File: config.mk
export PLATFORM = sky130hd
export DESIGN_NAME = sbus_frame_decoder_core
export DESIGN_NICKNAME = d
export VERILOG_FILES = /design/src/sbfd_pkg.sv /design/src/sbfd_byte_cell.sv /design/src/sbfd_result_cell.sv /design/src/sbus_frame_decoder_core.sv
export SDC_FILE = /design/constraint.sdc
export NUM_CORES = 1
export LEC_CHECK = 0
export BUFFER_PORTS_ARGS = -buffer_cell sky130_fd_sc_hd__buf_2
export CORE_AREA = 2 2 194 196
export DETAILED_ROUTE_END_ITERATION = 6
export DIE_AREA = 0 0 196 198
export GPL_TIMING_DRIVEN = 0
export SLEW_MARGIN = 20
export SYNTH_ARGS = -nofsm -noshare
export SYNTH_HDL_FRONTEND = slang
export SYNTH_SLANG_ARGS = --single-unit
File: constraint.sdc
create_clock -name clk -period 8.3 [get_ports clk]
set_input_delay 0.83 -clock clk [delete_from_list [all_inputs] [get_ports clk]]
set_output_delay 0.83 -clock clk [all_outputs]
set_load 0.02 [all_outputs]
File: src/sbfd_pkg.sv
// shared constants and types for the sbus frame decoder
package sbfd_pkg;

  localparam int BYTE_W    = 8;
  localparam int WIN_LEN   = 25;
  localparam int NUM_PROP  = 16;
  localparam int NUM_RES   = 18;
  localparam int CH_W      = 11;
  localparam int IDX_W     = 5;
  localparam int CNT_W     = 16;
  localparam int FILL_W    = 5;
  localparam int PAY_BYTES = 22;
  localparam int FLAG_LOST = 2;

  // configuration register indexes
  localparam logic CFG_START_MARKER = 1'b0;
  localparam logic CFG_END_MARKER   = 1'b1;

  localparam logic [CH_W-1:0] DIGITAL_ON = 11'h7FF;

  // control for one result cell
  typedef struct packed {
    logic load;
    logic shift;
  } res_ctrl_t;

endpackage

File: src/sbfd_byte_cell.sv
// one byte cell of the receive window shift line
module sbfd_byte_cell (
  input  logic                      clk,
  input  logic                      en,
  input  logic [sbfd_pkg::BYTE_W-1:0] d_in,
  output logic [sbfd_pkg::BYTE_W-1:0] q
);
  import sbfd_pkg::*;

  logic [BYTE_W-1:0] byte_r;

  // take the neighbor's byte on every accepted beat
  always_ff @(posedge clk) begin
    if (en) begin
      byte_r <= d_in;
    end
  end

  assign q = byte_r;

endmodule

File: src/sbfd_result_cell.sv
// one channel value cell of the result drain line
module sbfd_result_cell (
  input  logic                      clk,
  input  sbfd_pkg::res_ctrl_t       ctrl,
  input  logic [sbfd_pkg::CH_W-1:0] load_val,
  input  logic [sbfd_pkg::CH_W-1:0] shift_in,
  output logic [sbfd_pkg::CH_W-1:0] q
);
  import sbfd_pkg::*;

  logic [CH_W-1:0] val_r;
  logic [CH_W-1:0] val_nxt;

  // load a whole frame, or pass the neighbor's value toward the output
  always_comb begin
    val_nxt = val_r;
    if (ctrl.load) begin
      val_nxt = load_val;
    end else if (ctrl.shift) begin
      val_nxt = shift_in;
    end
  end

  always_ff @(posedge clk) begin
    val_r <= val_nxt;
  end

  assign q = val_r;

endmodule

File: src/sbus_frame_decoder_core.sv
// sbus frame decoder top level: byte window, frame match and result drain
//
//  channel  | ports                                  | beat
//  ---------+----------------------------------------+-----------------------------
//  input    | in_valid, in_ready, in_rx_byte         | one received byte
//  result   | out_valid, out_ready, out_channel_*,   | one channel of a frame,
//           | out_frame_lost, out_lost_frames,       | 18 beats per frame
//           | out_last                               |
//  config   | cfg_wr_en, cfg_index, cfg_wdata        | one register write
//
// a byte that completes no frame is always accepted, also while a frame drains.
// a byte that completes a frame loads 18 result cells; they leave one per cycle,
// so a matching byte waits until the previous frame's last beat is taken.
// output stalls hold the drain line; reset is synchronous and clears fill, lost-frame
// count and the drain state and sets the markers to 15 and 0; window bytes need no reset.
module sbus_frame_decoder_core (
  input  logic                         clk,
  input  logic                         rst_n,
  input  logic                         in_valid,
  output logic                         in_ready,
  input  logic [sbfd_pkg::BYTE_W-1:0]  in_rx_byte,
  output logic                         out_valid,
  input  logic                         out_ready,
  output logic [sbfd_pkg::IDX_W-1:0]   out_channel_index,
  output logic [sbfd_pkg::CH_W-1:0]    out_channel_value,
  output logic                         out_frame_lost,
  output logic [sbfd_pkg::CNT_W-1:0]   out_lost_frames,
  output logic                         out_last,
  input  logic                         cfg_wr_en,
  input  logic                         cfg_index,
  input  logic [sbfd_pkg::BYTE_W-1:0]  cfg_wdata
);
  import sbfd_pkg::*;

  logic [BYTE_W-1:0]      win_q [WIN_LEN];
  logic [BYTE_W-1:0]      start_marker_r;
  logic [BYTE_W-1:0]      end_marker_r;
  logic [FILL_W-1:0]      fill_r;
  logic [FILL_W-1:0]      fill_nxt;
  logic [CNT_W-1:0]       lost_cnt_r;
  logic [CNT_W-1:0]       lost_cnt_nxt;
  logic                   busy_r;
  logic                   busy_nxt;
  logic [IDX_W-1:0]       idx_r;
  logic [IDX_W-1:0]       idx_nxt;
  logic                   lost_r;
  logic                   lost_nxt;
  logic                   in_beat;
  logic                   out_beat;
  logic                   last_beat;
  logic                   match_next;
  logic                   load;
  logic [8*PAY_BYTES-1:0] payload;
  logic [CH_W-1:0]        load_val [NUM_RES];
  logic [CH_W-1:0]        res_q [NUM_RES];
  res_ctrl_t              res_ctrl;

  assign in_beat   = in_valid && in_ready;
  assign out_beat  = out_valid && out_ready;
  assign last_beat = out_beat && out_last;

  // the incoming byte would close a frame
  assign match_next = (fill_r >= FILL_W'(WIN_LEN - 1)) && (win_q[1] == start_marker_r) &&
                      (in_rx_byte == end_marker_r);

  assign in_ready = !busy_r || !match_next || last_beat;
  assign load     = in_beat && match_next;

  // receive window shift line
  genvar gi;
  generate
    for (gi = 0; gi < WIN_LEN; gi++) begin : g_win
      if (gi == WIN_LEN - 1) begin : g_tail
        sbfd_byte_cell u_cell (
          .clk  (clk),
          .en   (in_beat),
          .d_in (in_rx_byte),
          .q    (win_q[gi])
        );
      end else begin : g_body
        sbfd_byte_cell u_cell (
          .clk  (clk),
          .en   (in_beat),
          .d_in (win_q[gi+1]),
          .q    (win_q[gi])
        );
      end
    end
  endgenerate

  // channel bytes of the window as it stands after this beat
  generate
    for (gi = 0; gi < PAY_BYTES; gi++) begin : g_pay
      assign payload[8*gi +: 8] = win_q[gi+2];
    end
  endgenerate

  // frame values: proportional channels, then the two digital flags
  generate
    for (gi = 0; gi < NUM_PROP; gi++) begin : g_prop
      assign load_val[gi] = payload[CH_W*gi +: CH_W];
    end
  endgenerate
  assign load_val[NUM_PROP]   = win_q[WIN_LEN-1][0] ? DIGITAL_ON : '0;
  assign load_val[NUM_PROP+1] = win_q[WIN_LEN-1][1] ? DIGITAL_ON : '0;

  // note: flag byte of the new window is the byte at position 23, now win_q[24]
  assign res_ctrl.load  = load;
  assign res_ctrl.shift = out_beat && !load;

  // result drain line
  generate
    for (gi = 0; gi < NUM_RES; gi++) begin : g_res
      if (gi == NUM_RES - 1) begin : g_tail
        sbfd_result_cell u_cell (
          .clk      (clk),
          .ctrl     (res_ctrl),
          .load_val (load_val[gi]),
          .shift_in ('0),
          .q        (res_q[gi])
        );
      end else begin : g_body
        sbfd_result_cell u_cell (
          .clk      (clk),
          .ctrl     (res_ctrl),
          .load_val (load_val[gi]),
          .shift_in (res_q[gi+1]),
          .q        (res_q[gi])
        );
      end
    end
  endgenerate

  // fill, lost count and drain control
  always_comb begin
    fill_nxt     = fill_r;
    lost_cnt_nxt = lost_cnt_r;
    busy_nxt     = busy_r;
    idx_nxt      = idx_r;
    lost_nxt     = lost_r;
    if (in_beat && (fill_r < FILL_W'(WIN_LEN))) begin
      fill_nxt = fill_r + 1'b1;
    end
    if (load) begin
      busy_nxt = 1'b1;
      idx_nxt  = '0;
      lost_nxt = win_q[WIN_LEN-1][FLAG_LOST];
      if (win_q[WIN_LEN-1][FLAG_LOST] && (lost_cnt_r != '1)) begin
        lost_cnt_nxt = lost_cnt_r + 1'b1;
      end
    end else if (last_beat) begin
      busy_nxt = 1'b0;
    end else if (out_beat) begin
      idx_nxt = idx_r + 1'b1;
    end
  end

  always_ff @(posedge clk) begin
    if (!rst_n) begin
      fill_r         <= '0;
      lost_cnt_r     <= '0;
      busy_r         <= 1'b0;
      idx_r          <= '0;
      lost_r         <= 1'b0;
      start_marker_r <= 8'd15;
      end_marker_r   <= 8'd0;
    end else begin
      fill_r     <= fill_nxt;
      lost_cnt_r <= lost_cnt_nxt;
      busy_r     <= busy_nxt;
      idx_r      <= idx_nxt;
      lost_r     <= lost_nxt;
      if (cfg_wr_en) begin
        unique case (cfg_index)
          CFG_START_MARKER: start_marker_r <= cfg_wdata;
          CFG_END_MARKER:   end_marker_r   <= cfg_wdata;
          default:          ;
        endcase
      end
    end
  end

  // result beat
  assign out_valid         = busy_r;
  assign out_channel_index = idx_r;
  assign out_channel_value = res_q[0];
  assign out_frame_lost    = lost_r;
  assign out_lost_frames   = lost_cnt_r;
  assign out_last          = (idx_r == IDX_W'(NUM_RES - 1));

endmodule
* Yosys cells after proc, flatten, opt, wreduce, memory -nomap -nowiden *
Cells that the tools add are included.

word-level totals
  register bits after elaboration = 434
  bits of input ports = 22
  output and inout port bits = 36
  logic and storage cells = 122

operators by class
  add/sub/neg operators = 3
  order comparisons = 2
  equal/unequal tests = 4
  mux-type cells = 40
  bitwise operators = 3
  reductions and logical operators = 21

operator list
  cell                                                             number
  11-bit two-way mux                                               38
  16-bit by 1-bit adder with 16-bit output, second input constant  1
  8-bit equality test                                              2
  16-bit != test, second input constant                            1
  5-bit by 1-bit adder with 5-bit output, second input constant    2
  1-bit logical AND                                                9
  2-bit AND reduction                                              4
  5-bit equality test, second input constant                       1
  5-bit greater-or-equal comparator, second input constant         1
  5-bit less-than comparator, second input constant                1
  2-bit nonzero test                                               2
  1-bit logical NOT                                                3
  1-bit inverter                                                   3
  1-bit logical OR                                                 2
  1-bit two-way mux                                                2
  2-bit OR reduction                                               1

* Longest topological paths before layout *
Gate-level depths: netlist of the first run.

  word-level depth = 12
  depth in mapped cells = 11
  mapped depth without buffers = 8

* By module *
From an unflattened synthesis of the first run, not the netlist that was laid out.

second synthesis, totals
  cells, all modules = 897
  area total of the unflattened synthesis = 17073.9 um^2

by module, submodules not included
  module                   times used  cells each  area an instance (um^2)  seq. area each (um^2)
  sbfd_result_cell         18          24          505.5                    330.3
  sbfd_byte_cell           24          8           240.2                    240.2
  sbus_frame_decoder_core  1           273         2209.6                   880.8

* Worst setup path before layout of the first run *
No wires, ideal clock.

  kind = input to register
  start point = input port in_rx_byte[0] (netlist bit)
  end point = register g_res[0].g_body.u_cell.val_r[0] (enable)
  setup time = 0.545 ns
  arrival = 5.941 ns
  required time = 7.755 ns
  slack = 1.814 ns
  cell stages on the path = 7
  path buffers = 2
  cells stage by stage = nor2b_1 > or4_4 > nor3_4 > nand4_2 > clkbuf_1 > clkbuf_1 > nand2_1

between the ends
  longest elaborated chain between the ends = 10

ends and longest elaborated chain
  element                           RTL line                        text
  from (decl)                       sbus_frame_decoder_core.sv:21   input logic [sbfd_pkg::BYTE_W-1:0] in_rx_byte,
  8-bit equality test (*)           sbus_frame_decoder_core.sv:64   (in_rx_byte == end_marker_r);
  1-bit logical AND (*)             sbus_frame_decoder_core.sv:63   assign match_next = (fill_r >= FILL_W'(WIN_LEN - 1)) && (win_q[1] == start_marker_r) &&
  1-bit logical NOT                 sbus_frame_decoder_core.sv:66   assign in_ready = !busy_r || !match_next || last_beat;
  1-bit logical OR (2 in a row)     sbus_frame_decoder_core.sv:66
  1-bit logical AND                 sbus_frame_decoder_core.sv:58   assign in_beat = in_valid && in_ready;
  1-bit logical AND (*)             sbus_frame_decoder_core.sv:67   assign load = in_beat && match_next;
  1-bit logical NOT                 sbus_frame_decoder_core.sv:109  assign res_ctrl.shift = out_beat && !load;
  1-bit logical AND                 sbus_frame_decoder_core.sv:109
  2-bit nonzero test (no line) (*)  --
  to (signal assigned)              sbfd_result_cell.sv:25          val_r <= val_nxt;
  to (decl)                         sbfd_result_cell.sv:11          logic [CH_W-1:0] val_r;

Mark *: on every way between the ends. The rest lies on a longest branch, timed or not.
A chain may end at the register's enable or synchronous reset.

* Worst setup path in the final report of the first run *
  start point = input port in_rx_byte[5] (netlist bit)
  end point = register g_res[3].g_body.u_cell.val_r[1] (enable)

between the ends
  longest elaborated chain between the ends = 10

ends and longest elaborated chain
  element                           RTL line
  8-bit equality test (*)           sbus_frame_decoder_core.sv:64
  1-bit logical AND (*)             sbus_frame_decoder_core.sv:63
  1-bit logical NOT                 sbus_frame_decoder_core.sv:66
  1-bit logical OR (2 in a row)     sbus_frame_decoder_core.sv:66
  1-bit logical AND                 sbus_frame_decoder_core.sv:58
  1-bit logical AND (*)             sbus_frame_decoder_core.sv:67
  1-bit logical NOT                 sbus_frame_decoder_core.sv:109
  1-bit logical AND                 sbus_frame_decoder_core.sv:109
  2-bit nonzero test (no line) (*)  --
  to (signal assigned)              sbfd_result_cell.sv:25
  to (decl)                         sbfd_result_cell.sv:11

Marked as above.

==> results of run 1 <==
-- power groups by stage --
stage	Sequential (mW)	Clock, mW	Combinational [mW]
finish	2.36	1.83	0.0656
global route	2.36	1.96	0.0723
CTS	2.36	1.88	0.0665
detailed placement	2.40	0	0.0661
global placement	2.41	0	0.0591
floorplan	2.39	0	0.0372
-- worst max-delay path by stage --
| stage | from | endpoint | slack, ns | cells after the start |
|---|---|---|---|---|
| finish | in_rx_byte[5] | g_res[3].g_body.u_cell.q[1]$_DFFE_PP_ | 4.21 | 10 |
| global route | g_win[1].g_body.u_cell.q[3]$_DFFE_PP_ | g_res[3].g_body.u_cell.q[1]$_DFFE_PP_ | 3.87 | 9 |
| CTS | g_win[1].g_body.u_cell.q[7]$_DFFE_PP_ | g_res[4].g_body.u_cell.q[1]$_DFFE_PP_ | 4.21 | 9 |
| detailed placement | in_rx_byte[5] | g_res[2].g_body.u_cell.q[1]$_DFFE_PP_ | 3.67 | 10 |
| global placement | in_rx_byte[5] | g_res[2].g_body.u_cell.q[4]$_DFFE_PP_ | -1.08 | 8 |
| floorplan | in_rx_byte[0] | g_res[0].g_body.u_cell.q[0]$_DFFE_PP_ | 1.81 | 7 |
-- stage by stage --
stage	total power [mW]	setup WS (ns)	hold WS [ns]	util, %	TNS [ns]
floorplan	2.430	1.814	0.4003	-	0
global placement	2.471	-1.080	0.4046	44.40	-306.23
detailed placement	2.466	3.672	0.4148	44.91	0
CTS	4.303	4.214	0.4301	48.51	0
global route	4.391	3.870	0.4272	48.51	0
finish	4.255	4.206	0.4259	48.51	0
-- flip-flops by register name, summed over array words and instances (netlist names), 5 cells and up --
name / flops
end_marker_r: 8
g_win.g_body.u_cell.q: 184
g_win.g_tail.u_cell.q: 8
start_marker_r: 8
out_channel_index: 5
out_lost_frames: 16
fill_r: 5
g_res.g_body.u_cell.q: 177
-- synthesized netlist by cell type, drive strengths merged --
| master | count |
|---|---|
| dfxtp | 44 |
| a22o | 1 |
| inv | 7 |
| a211oi | 1 |
| a21o | 11 |
| a31oi | 1 |
| and2 | 6 |
| xor2 | 6 |
| a21oi | 1 |
| nand2 | 547 |
| nor4 | 4 |
| ha | 5 |
| xnor2 | 14 |
| and3 | 8 |
| and4b | 1 |
| o211ai | 1 |
| o21ai | 4 |
| edfxtp | 370 |
| clkbuf | 26 |
| o21a | 1 |
| or4 | 3 |
| o31a | 1 |
| a21boi | 18 |
| and4bb | 2 |
| buf | 24 |
| nand2b | 12 |
| nor2 | 9 |
| o311ai | 1 |
| nand4 | 10 |
| mux2i | 11 |
| o221ai | 1 |
| o31ai | 2 |
| nand3 | 25 |
| and4 | 3 |
| nor3 | 3 |
| nor2b | 5 |
-- per-layer routing --
| metal | wire length, um | vias up | track usage (%) |
|---|---|---|---|
| li1 | - | 4302 | - |
| met1 | 12430 | 4228 | 18.50 |
| met2 | 14060 | 122 | 26.15 |
| met3 | 1025 | 54 | 2.776 |
| met4 | 629 | 0 | 4.658 |
| met5 | 0 | - | 0 |
-- kinds of logic after synthesis --
group / count (synthesis)
buffers and inverters: 57
XOR/XNOR: 20
AO/OA/AOI/OAI: 44
flip-flops: 414
multiplexers: 11
AND/OR/NAND/NOR: 638
adder cells (fa/ha/maj): 5
-- layout make-up --
type	count	share of cell area (%)
Sequential cell	414	66.89
Multi-Input combinational cell	718	18.44
Clock buffer	50	6.149
Timing Repair Buffer	63	2.554
Buffer	50	1.235
Clock inverter	24	1.277
Tap cell	474	3.308
Inverter	7	0.1466
==> reports/results.txt, run 1 <==
For this run, the register share of the synthesized area comes to 77.19%. The first routing iteration left 592 violations. By area the synthesized netlist is led by sky130_fd_sc_hd__edfxtp_1, sky130_fd_sc_hd__nand2_1, sky130_fd_sc_hd__dfxtp_1. The post-route DRC violation count was 0. Between clock sinks in the finished design, the worst skew comes to 0.01941 ns. The internal power summed over all cells is 3.417 mW.

In the layout the commonest cells are sky130_fd_sc_hd__nand2_1, sky130_fd_sc_hd__edfxtp_1, sky130_fd_sc_hd__buf_2. Required time of the worst setup path: 8.51 ns. The final layout contains routed wiring with a total length of 28150 um. Setup repair after global routing left no endpoint under its margin. After legalization and detailed placement, the total HPWL measured 18230 um. The total cell area at the placement stage is 16600 um^2. The largest family of logic cells by synthesized area was simple AND/OR/NAND/NOR gates. The tools report the floorplan core area as 36960 um^2.

The average vias per placed instance was 4.837. The mapped netlist covers 15530 um^2. The share of cells above drive strength 1 was 11.61%; the reported net switching power was 838.0 uW. The count of hold-fix buffers inserted at cts came out at 0. The area of all sequential standard cells is 11990 um^2, and the power per unit of standard cell area is 237.4 nW/um^2. The clock-pin slew of the registers on the worst-case setup and hold paths works out to 0.06 ns. The tools report the type of element launching the critical path as a primary input. The area of the multi-input gates is 3306 um^2, and the wire length of the first global-routing pass is 45370 um. The run gives 4.23 ns as the flop-to-flop setup slack.

Before antenna repair, the detailed router went through 5 iterations. Entering global routing, the biggest net connects 50 pins. The number of warnings issued by yosys came out at 0. Traced cell by cell, the critical path runs through buf_2 > xnor2_1 > nand4_1 > nor4_2 > nand4_2 > clkbuf_1 > clkbuf_1 > nand2_4 > buf_16 > buf_16.

The die covers 38810 um^2. The cell at the root of the clock tree was sky130_fd_sc_hd__clkbuf_16. In this run the tool buffered the top-level ports with 56 buffer cells. The flow ran to the end, and the final reports show no timing, DRC or antenna violations. The run gives 0 as the number of antenna violations at the first check in global routing.

The floorplan step set the die height to 198 um. Number of sinks on the clock net: 414. The routed layout has 8706 vias. The synthesized netlist contains 44 unique library cells. The number of buffers inserted during clock tree synthesis came out at 42. The floorplan has 71 rows.

The worst setup path is of the in2reg kind. Across the run, the number of max-cap violations was 0. Quantity of gates resized following cts: 0. After synthesis, the mean cell area works out to 13.07 um^2.

The wire length per cell after detailed routing is 15.64 um, and the post-route non-filler standard cell count is 1800. The startpoint identified for the worst register-to-register timing path is g_win[1].g_body.u_cell.q[7]$_DFFE_PP_. The fraction of power consumed by the clock network came out at 43.1%. The path class of the tightest hold or removal check is reg2reg. The worst path in the final design needs a cycle of 4.094 ns, including I/O delays and setup. Headroom to the max-slew limit: 42.80%. The critical path contains buffers and inverters numbering 5 combined. The repair_antennas step left the layout with diodes totalling 0. The number of placed instances, taps included, is 1726.

The effective utilization at floorplan was 42.04%. Summed over all cells, the static leakage comes to 7.387 nW. The peak per-stage delay on the critical path works out to 0.74 ns. The number of global-route vias before repair is 8712, and the last weighted congestion value of the routability-driven placer is 0.8385. Post-synthesis compound-gate area fraction: 2.070%.

The area added between synthesis and finish is 15.40%, and the mux contribution to synthesized area is 0.7088%. The count of endpoints failing hold in the final timing report was 0. After layout, the worst path uses 49.32% of the clock period. In this run the most critical hold path is launched from g_win[24].g_tail.u_cell.q[5]$_DFFE_PP_. Registers are responsible for 55.4% of the overall power. The run gives 1323 as the final layout net count.

The end of the worst hold path is g_win[23].g_body.u_cell.q[5]$_DFFE_PP_. STA classifies the critical path endpoint as a flop. Measured along the x axis, the die boundary spans 196 um. The slowest stage cell on the critical path was sky130_fd_sc_hd__nor4_2. The clock tree buffer depth was 3. For the worst flop-to-flop path, the logic depth is 9. For the maximum operating frequency, the log shows 244.3 MHz.

Counting every net in the synthesized netlist gives 1216. The number of max-slew violations in the final report came out at 0. Setup violations remaining at the end of the flow were counted as 0. The logs give 17930 um^2 for the final instance area and 4.30 ns for the arrival time reported for the critical path endpoint.

The slew at the pin closest to its max-slew limit is 0.8447 ns. 58 I/O pins were placed. The fraction of power spent switching nets works out to 19.69%.

The overall overflow remaining after global route came out at 0. The cell type with the highest aggregate area in the netlist is sky130_fd_sc_hd__edfxtp_1. In this run the worst path has a maximum fanout of 49. In this run the remaining antenna-violating nets after routing total 0. The deepest level of the CTS H-tree was 2. The flip-flop and latch count after synthesis came out at 414.

The filler cells instantiated in the layout total 3232. For this run, the total global-route usage over all layers was measured as 14.81%. The number of cells traversed by the worst hold path was 0; the area share of fa/ha/maj cells after synthesis was 0.4027%.

The relative contribution of combinational cells to total power was 1.5%. TritonCTS built the clock tree. Kind of cell adding the most delay to the critical path: simple AND/OR/NAND/NOR gates. Of the total synthesized cell area, the portion taken by XOR and XNOR cells is 1.128%.

The later pin in the worst-skew pair is clocked with a latency of 0.54 ns. The cell count after synthesis came out at 1189. The synthesized netlist devotes 16.91% of its cell area to simple gates.

The most common library cell in the layout ignoring fill and taps was sky130_fd_sc_hd__nand2_1. The logs give 0 for the number of buffers inserted to repair setup after CTS and 0.1657 mV for the maximum vdd drop. The top cell type's share of synthesized area was 71.52%. The critical register-to-register path endpoint was g_res[3].g_body.u_cell.q[1]$_DFFE_PP_.
(Power assumes the default switching activity.)
==> run 2, diff against run 1 <==
clock period = 4 ns   (was 8.3 ns; I/O delays follow)
==> run 2 against run 1 <==
  * Global-route usage about the same
  * Hold slack got worse by 0.32 ns
  * Design area decreased by 0.40%
  * Clock power increased by 100%
  * First-iteration DRC count decreased by 5.9%
  * Cell count decreased by 0.17%
  * Highest routed layer unchanged
==> reports/results.txt, run 2 (same netlist as run 1, synthesis figures left out) <==
The flow ran to the end, and the final reports show no timing, DRC or antenna violations. For this run, the post-layout net count is 1324. The number of global-route vias before repair is 8563.

The worst setup path is captured at a flop. The worst hold path begins at in_rx_byte[2]. The tightest min-delay check is of the in2reg type.

In this run the power density over the cells is 487.4 nW/um^2. The end of the worst hold path is g_win[24].g_tail.u_cell.q[2]$_DFFE_PP_. The run gives 0 as the overall overflow remaining after global route. The worst-case IR drop observed on VDD is 0.3902 mV. The library cell used most frequently in the layout, excluding fill and tap cells, is sky130_fd_sc_hd__nand2_1. At the worst endpoint, the required time is 4.18 ns. Quantity of I/O buffers inserted on ports: 56. In this run the worst path has a maximum fanout of 79. The area added between synthesis and finish works out to 14.94%. The final wirelength is 27990 um, and the flop-to-flop setup slack is 0.28 ns. The tools report the fill cell total of the finished layout as 3237.

The maximum operating frequency is 268.7 MHz, and the clock-pin slew of the registers on the worst-case setup and hold paths is 0.06 ns. Setup repair after global routing left no endpoint under its margin. The tools report the clock tree buffer depth as 3.

The tools report the count of vias placed by the detailed router as 8632. The final setup skew was 0.01235 ns. Dividing the detail-routed wire length by the instance count gives 15.58 um. The first detailed-routing pass took 5 iterations.

The type of element launching the critical path was a flop. For this design, the sink count on the clock tree is 414. The floorplan step defined a die boundary enclosing 38810 um^2.

TritonCTS built the clock tree. For the DRC violation total after the first TritonRoute iteration, the log shows 557. The headroom to the max-slew limit came out at 40.99%. The top cell types in the final layout, fill and taps aside, are sky130_fd_sc_hd__nand2_1, sky130_fd_sc_hd__edfxtp_1, sky130_fd_sc_hd__buf_2. Measured in cells, the most critical reg-to-reg path has a length of 9. The analysis attributes to cell leakage a power of 7.364 nW. The congestion estimate from routability-driven global placement came to 0.8223. The worst setup margin is 0.2785 ns, and the number of max-slew violations in the final report is 0. The deepest level of the CTS H-tree was 2; the slew at the pin closest to its max-slew limit was 0.8713 ns.

Summing internal, switching and leakage power gives 8.703 mW. For this run, design rule violations remaining after detail routing come to 0. The number of top-level pins was 58; the fraction of the cycle the final worst path needs was 93.04%. The share of cells above drive strength 1 works out to 10.81%.

For the count of hold-fix buffers inserted at cts, the log shows 0. The run gives 0.53 ns as the clock insertion delay at the later pin of the skew report. The worst register-to-register path ends at g_res[0].g_body.u_cell.q[7]$_DFFE_PP_.

The routed design could run at a clock period as short as 3.722 ns. The register with the most flip-flops in the layout has 184 of them. The count of endpoints failing hold in the final timing report is 0, and the effective utilization at floorplan is 42.04%.

The number of setup violations in the final report came out at 0. In the global route stage, overall resource usage came out at 14.77%. In this run, CTS created clock tree buffers numbering 43. Die width: 196 um.

For the number of antenna violations at the first check in global routing, the log shows 0. Data on the critical path arrives at its endpoint at 3.90 ns. The antenna violation net count after detailed routing is 0, and the number of cells traversed by the worst hold path is 1. The floorplan core area is 36960 um^2. The run gives 0 as the number of antenna cells inserted. The first global-routing pass estimated 44930 um of wire. Once detailed placement completed, the half-perimeter wirelength came to 18050 um. Cell at the root of the clock tree: sky130_fd_sc_hd__clkbuf_16. The die is 198 um tall. The run gives 71 as the number of standard-cell rows in the floorplan. At the placement stage, the worst setup path has a slack of -0.1337 ns. For the pin count of the biggest net entering global routing, the log shows 80. The path type of the worst setup path is reg2reg. After detailed routing, the number of vias per cell comes to 4.804. Max-capacitance violation count: 0.

The worst register-to-register path begins at g_win[1].g_body.u_cell.q[2]$_DFFE_PP_.
run 2: cell types whose count changed in the layout (fill, tap and decap cells not counted), sizes merged:
cell | before | now
clkbuf | 76 | 81
clkinvlp | 4 | 0
clkinv | 14 | 12
inv | 9 | 8
bufinv | 4 | 3
run 2: where the power goes:
part / internal [mW] / switching (mW) / total [mW]
combinational: 0.0435 / 0.0911 / 0.135
clock: 2.15 / 1.53 / 3.68
sequential: 4.82 / 0.0703 / 4.89
total: 7.02 / 1.69 / 8.70
run 2: final cells by class:
type                    instances  area [um^2]  area share, %
repair buffers                 63        432.9          2.424
multi-input cells             718         3323          18.61
well taps                     474        593.1          3.321
flip-flops and latches        414        11990          67.16
clock buffers                  55         1121          6.278
inverters                       7        26.28         0.1472
clock inverters                16        146.4         0.8198
plain buffers                  50        221.5          1.240
run 2: how the worst max path moves through the flow:
stage                                               start                               endpoint  slack (ns)  depth (start not counted)
finish              g_win[1].g_body.u_cell.q[2]$_DFFE_PP_  g_res[0].g_body.u_cell.q[7]$_DFFE_PP_        0.28                          9
global route        g_win[1].g_body.u_cell.q[2]$_DFFE_PP_  g_res[2].g_body.u_cell.q[1]$_DFFE_PP_       0.003                          9
CTS                 g_win[1].g_body.u_cell.q[2]$_DFFE_PP_  g_res[0].g_body.u_cell.q[7]$_DFFE_PP_        0.16                          9
detailed placement                          in_rx_byte[5]  g_res[0].g_body.u_cell.q[3]$_DFFE_PP_       -0.13                         10
global placement                            in_rx_byte[5]  g_res[3].g_body.u_cell.q[1]$_DFFE_PP_       -0.95                          8
floorplan           g_win[1].g_body.u_cell.q[2]$_DFFE_PP_  g_res[0].g_body.u_cell.q[0]$_DFFE_PP_        0.47                          7
run 2: repair_timing:
| action | in CTS | in global routing |
|---|---|---|
| setup endpoints to repair | 74 | 74 |
| pin swaps | 0 | 1 |
| buffers inserted | 0 | 2 |
| resized for setup | 1 | 0 |
| endpoints found under the hold margin | 0 | 0 |
run 2: layer usage:
metal	part of all wire (%)	routed length, um	GRT usage (%)	vias to the layer above
met1	44	12410	18.96	4158
met3	4.0	1107	2.725	45
li1	-	-	-	4305
met2	50	13940	25.60	124
met4	1.9	542	4.517	0
met5	0	0	0	-
run 2: per-stage QoR:
stage	util [%]	cells	area (um^2)	hold slack, ns	TNS, ns
4_1_cts	48.28	1795	17840	0.09232	0
3_3_place_gp	44.43	1719	16420	0.4034	-165.72
6_report	48.32	1797	17860	0.1046	0
2_1_floorplan	-	1189	15540	0.4003	0
3_5_place_dp	44.82	1724	16560	0.4207	-9.605
5_1_grt	48.32	1797	17860	0.1023	0
run 2: worst max-delay path: stages (launching register included):
cell and delay [ns]:
sky130_fd_sc_hd__edfxtp_1 0.41, sky130_fd_sc_hd__nor2b_1 0.15, sky130_fd_sc_hd__or4_4 0.57, sky130_fd_sc_hd__nor3_4 0.26, sky130_fd_sc_hd__nand4_2 0.19, sky130_fd_sc_hd__clkbuf_1 0.31, sky130_fd_sc_hd__clkbuf_1 0.37, sky130_fd_sc_hd__nand2_8 0.30
sky130_fd_sc_hd__buf_16 0.35, sky130_fd_sc_hd__buf_16 0.36
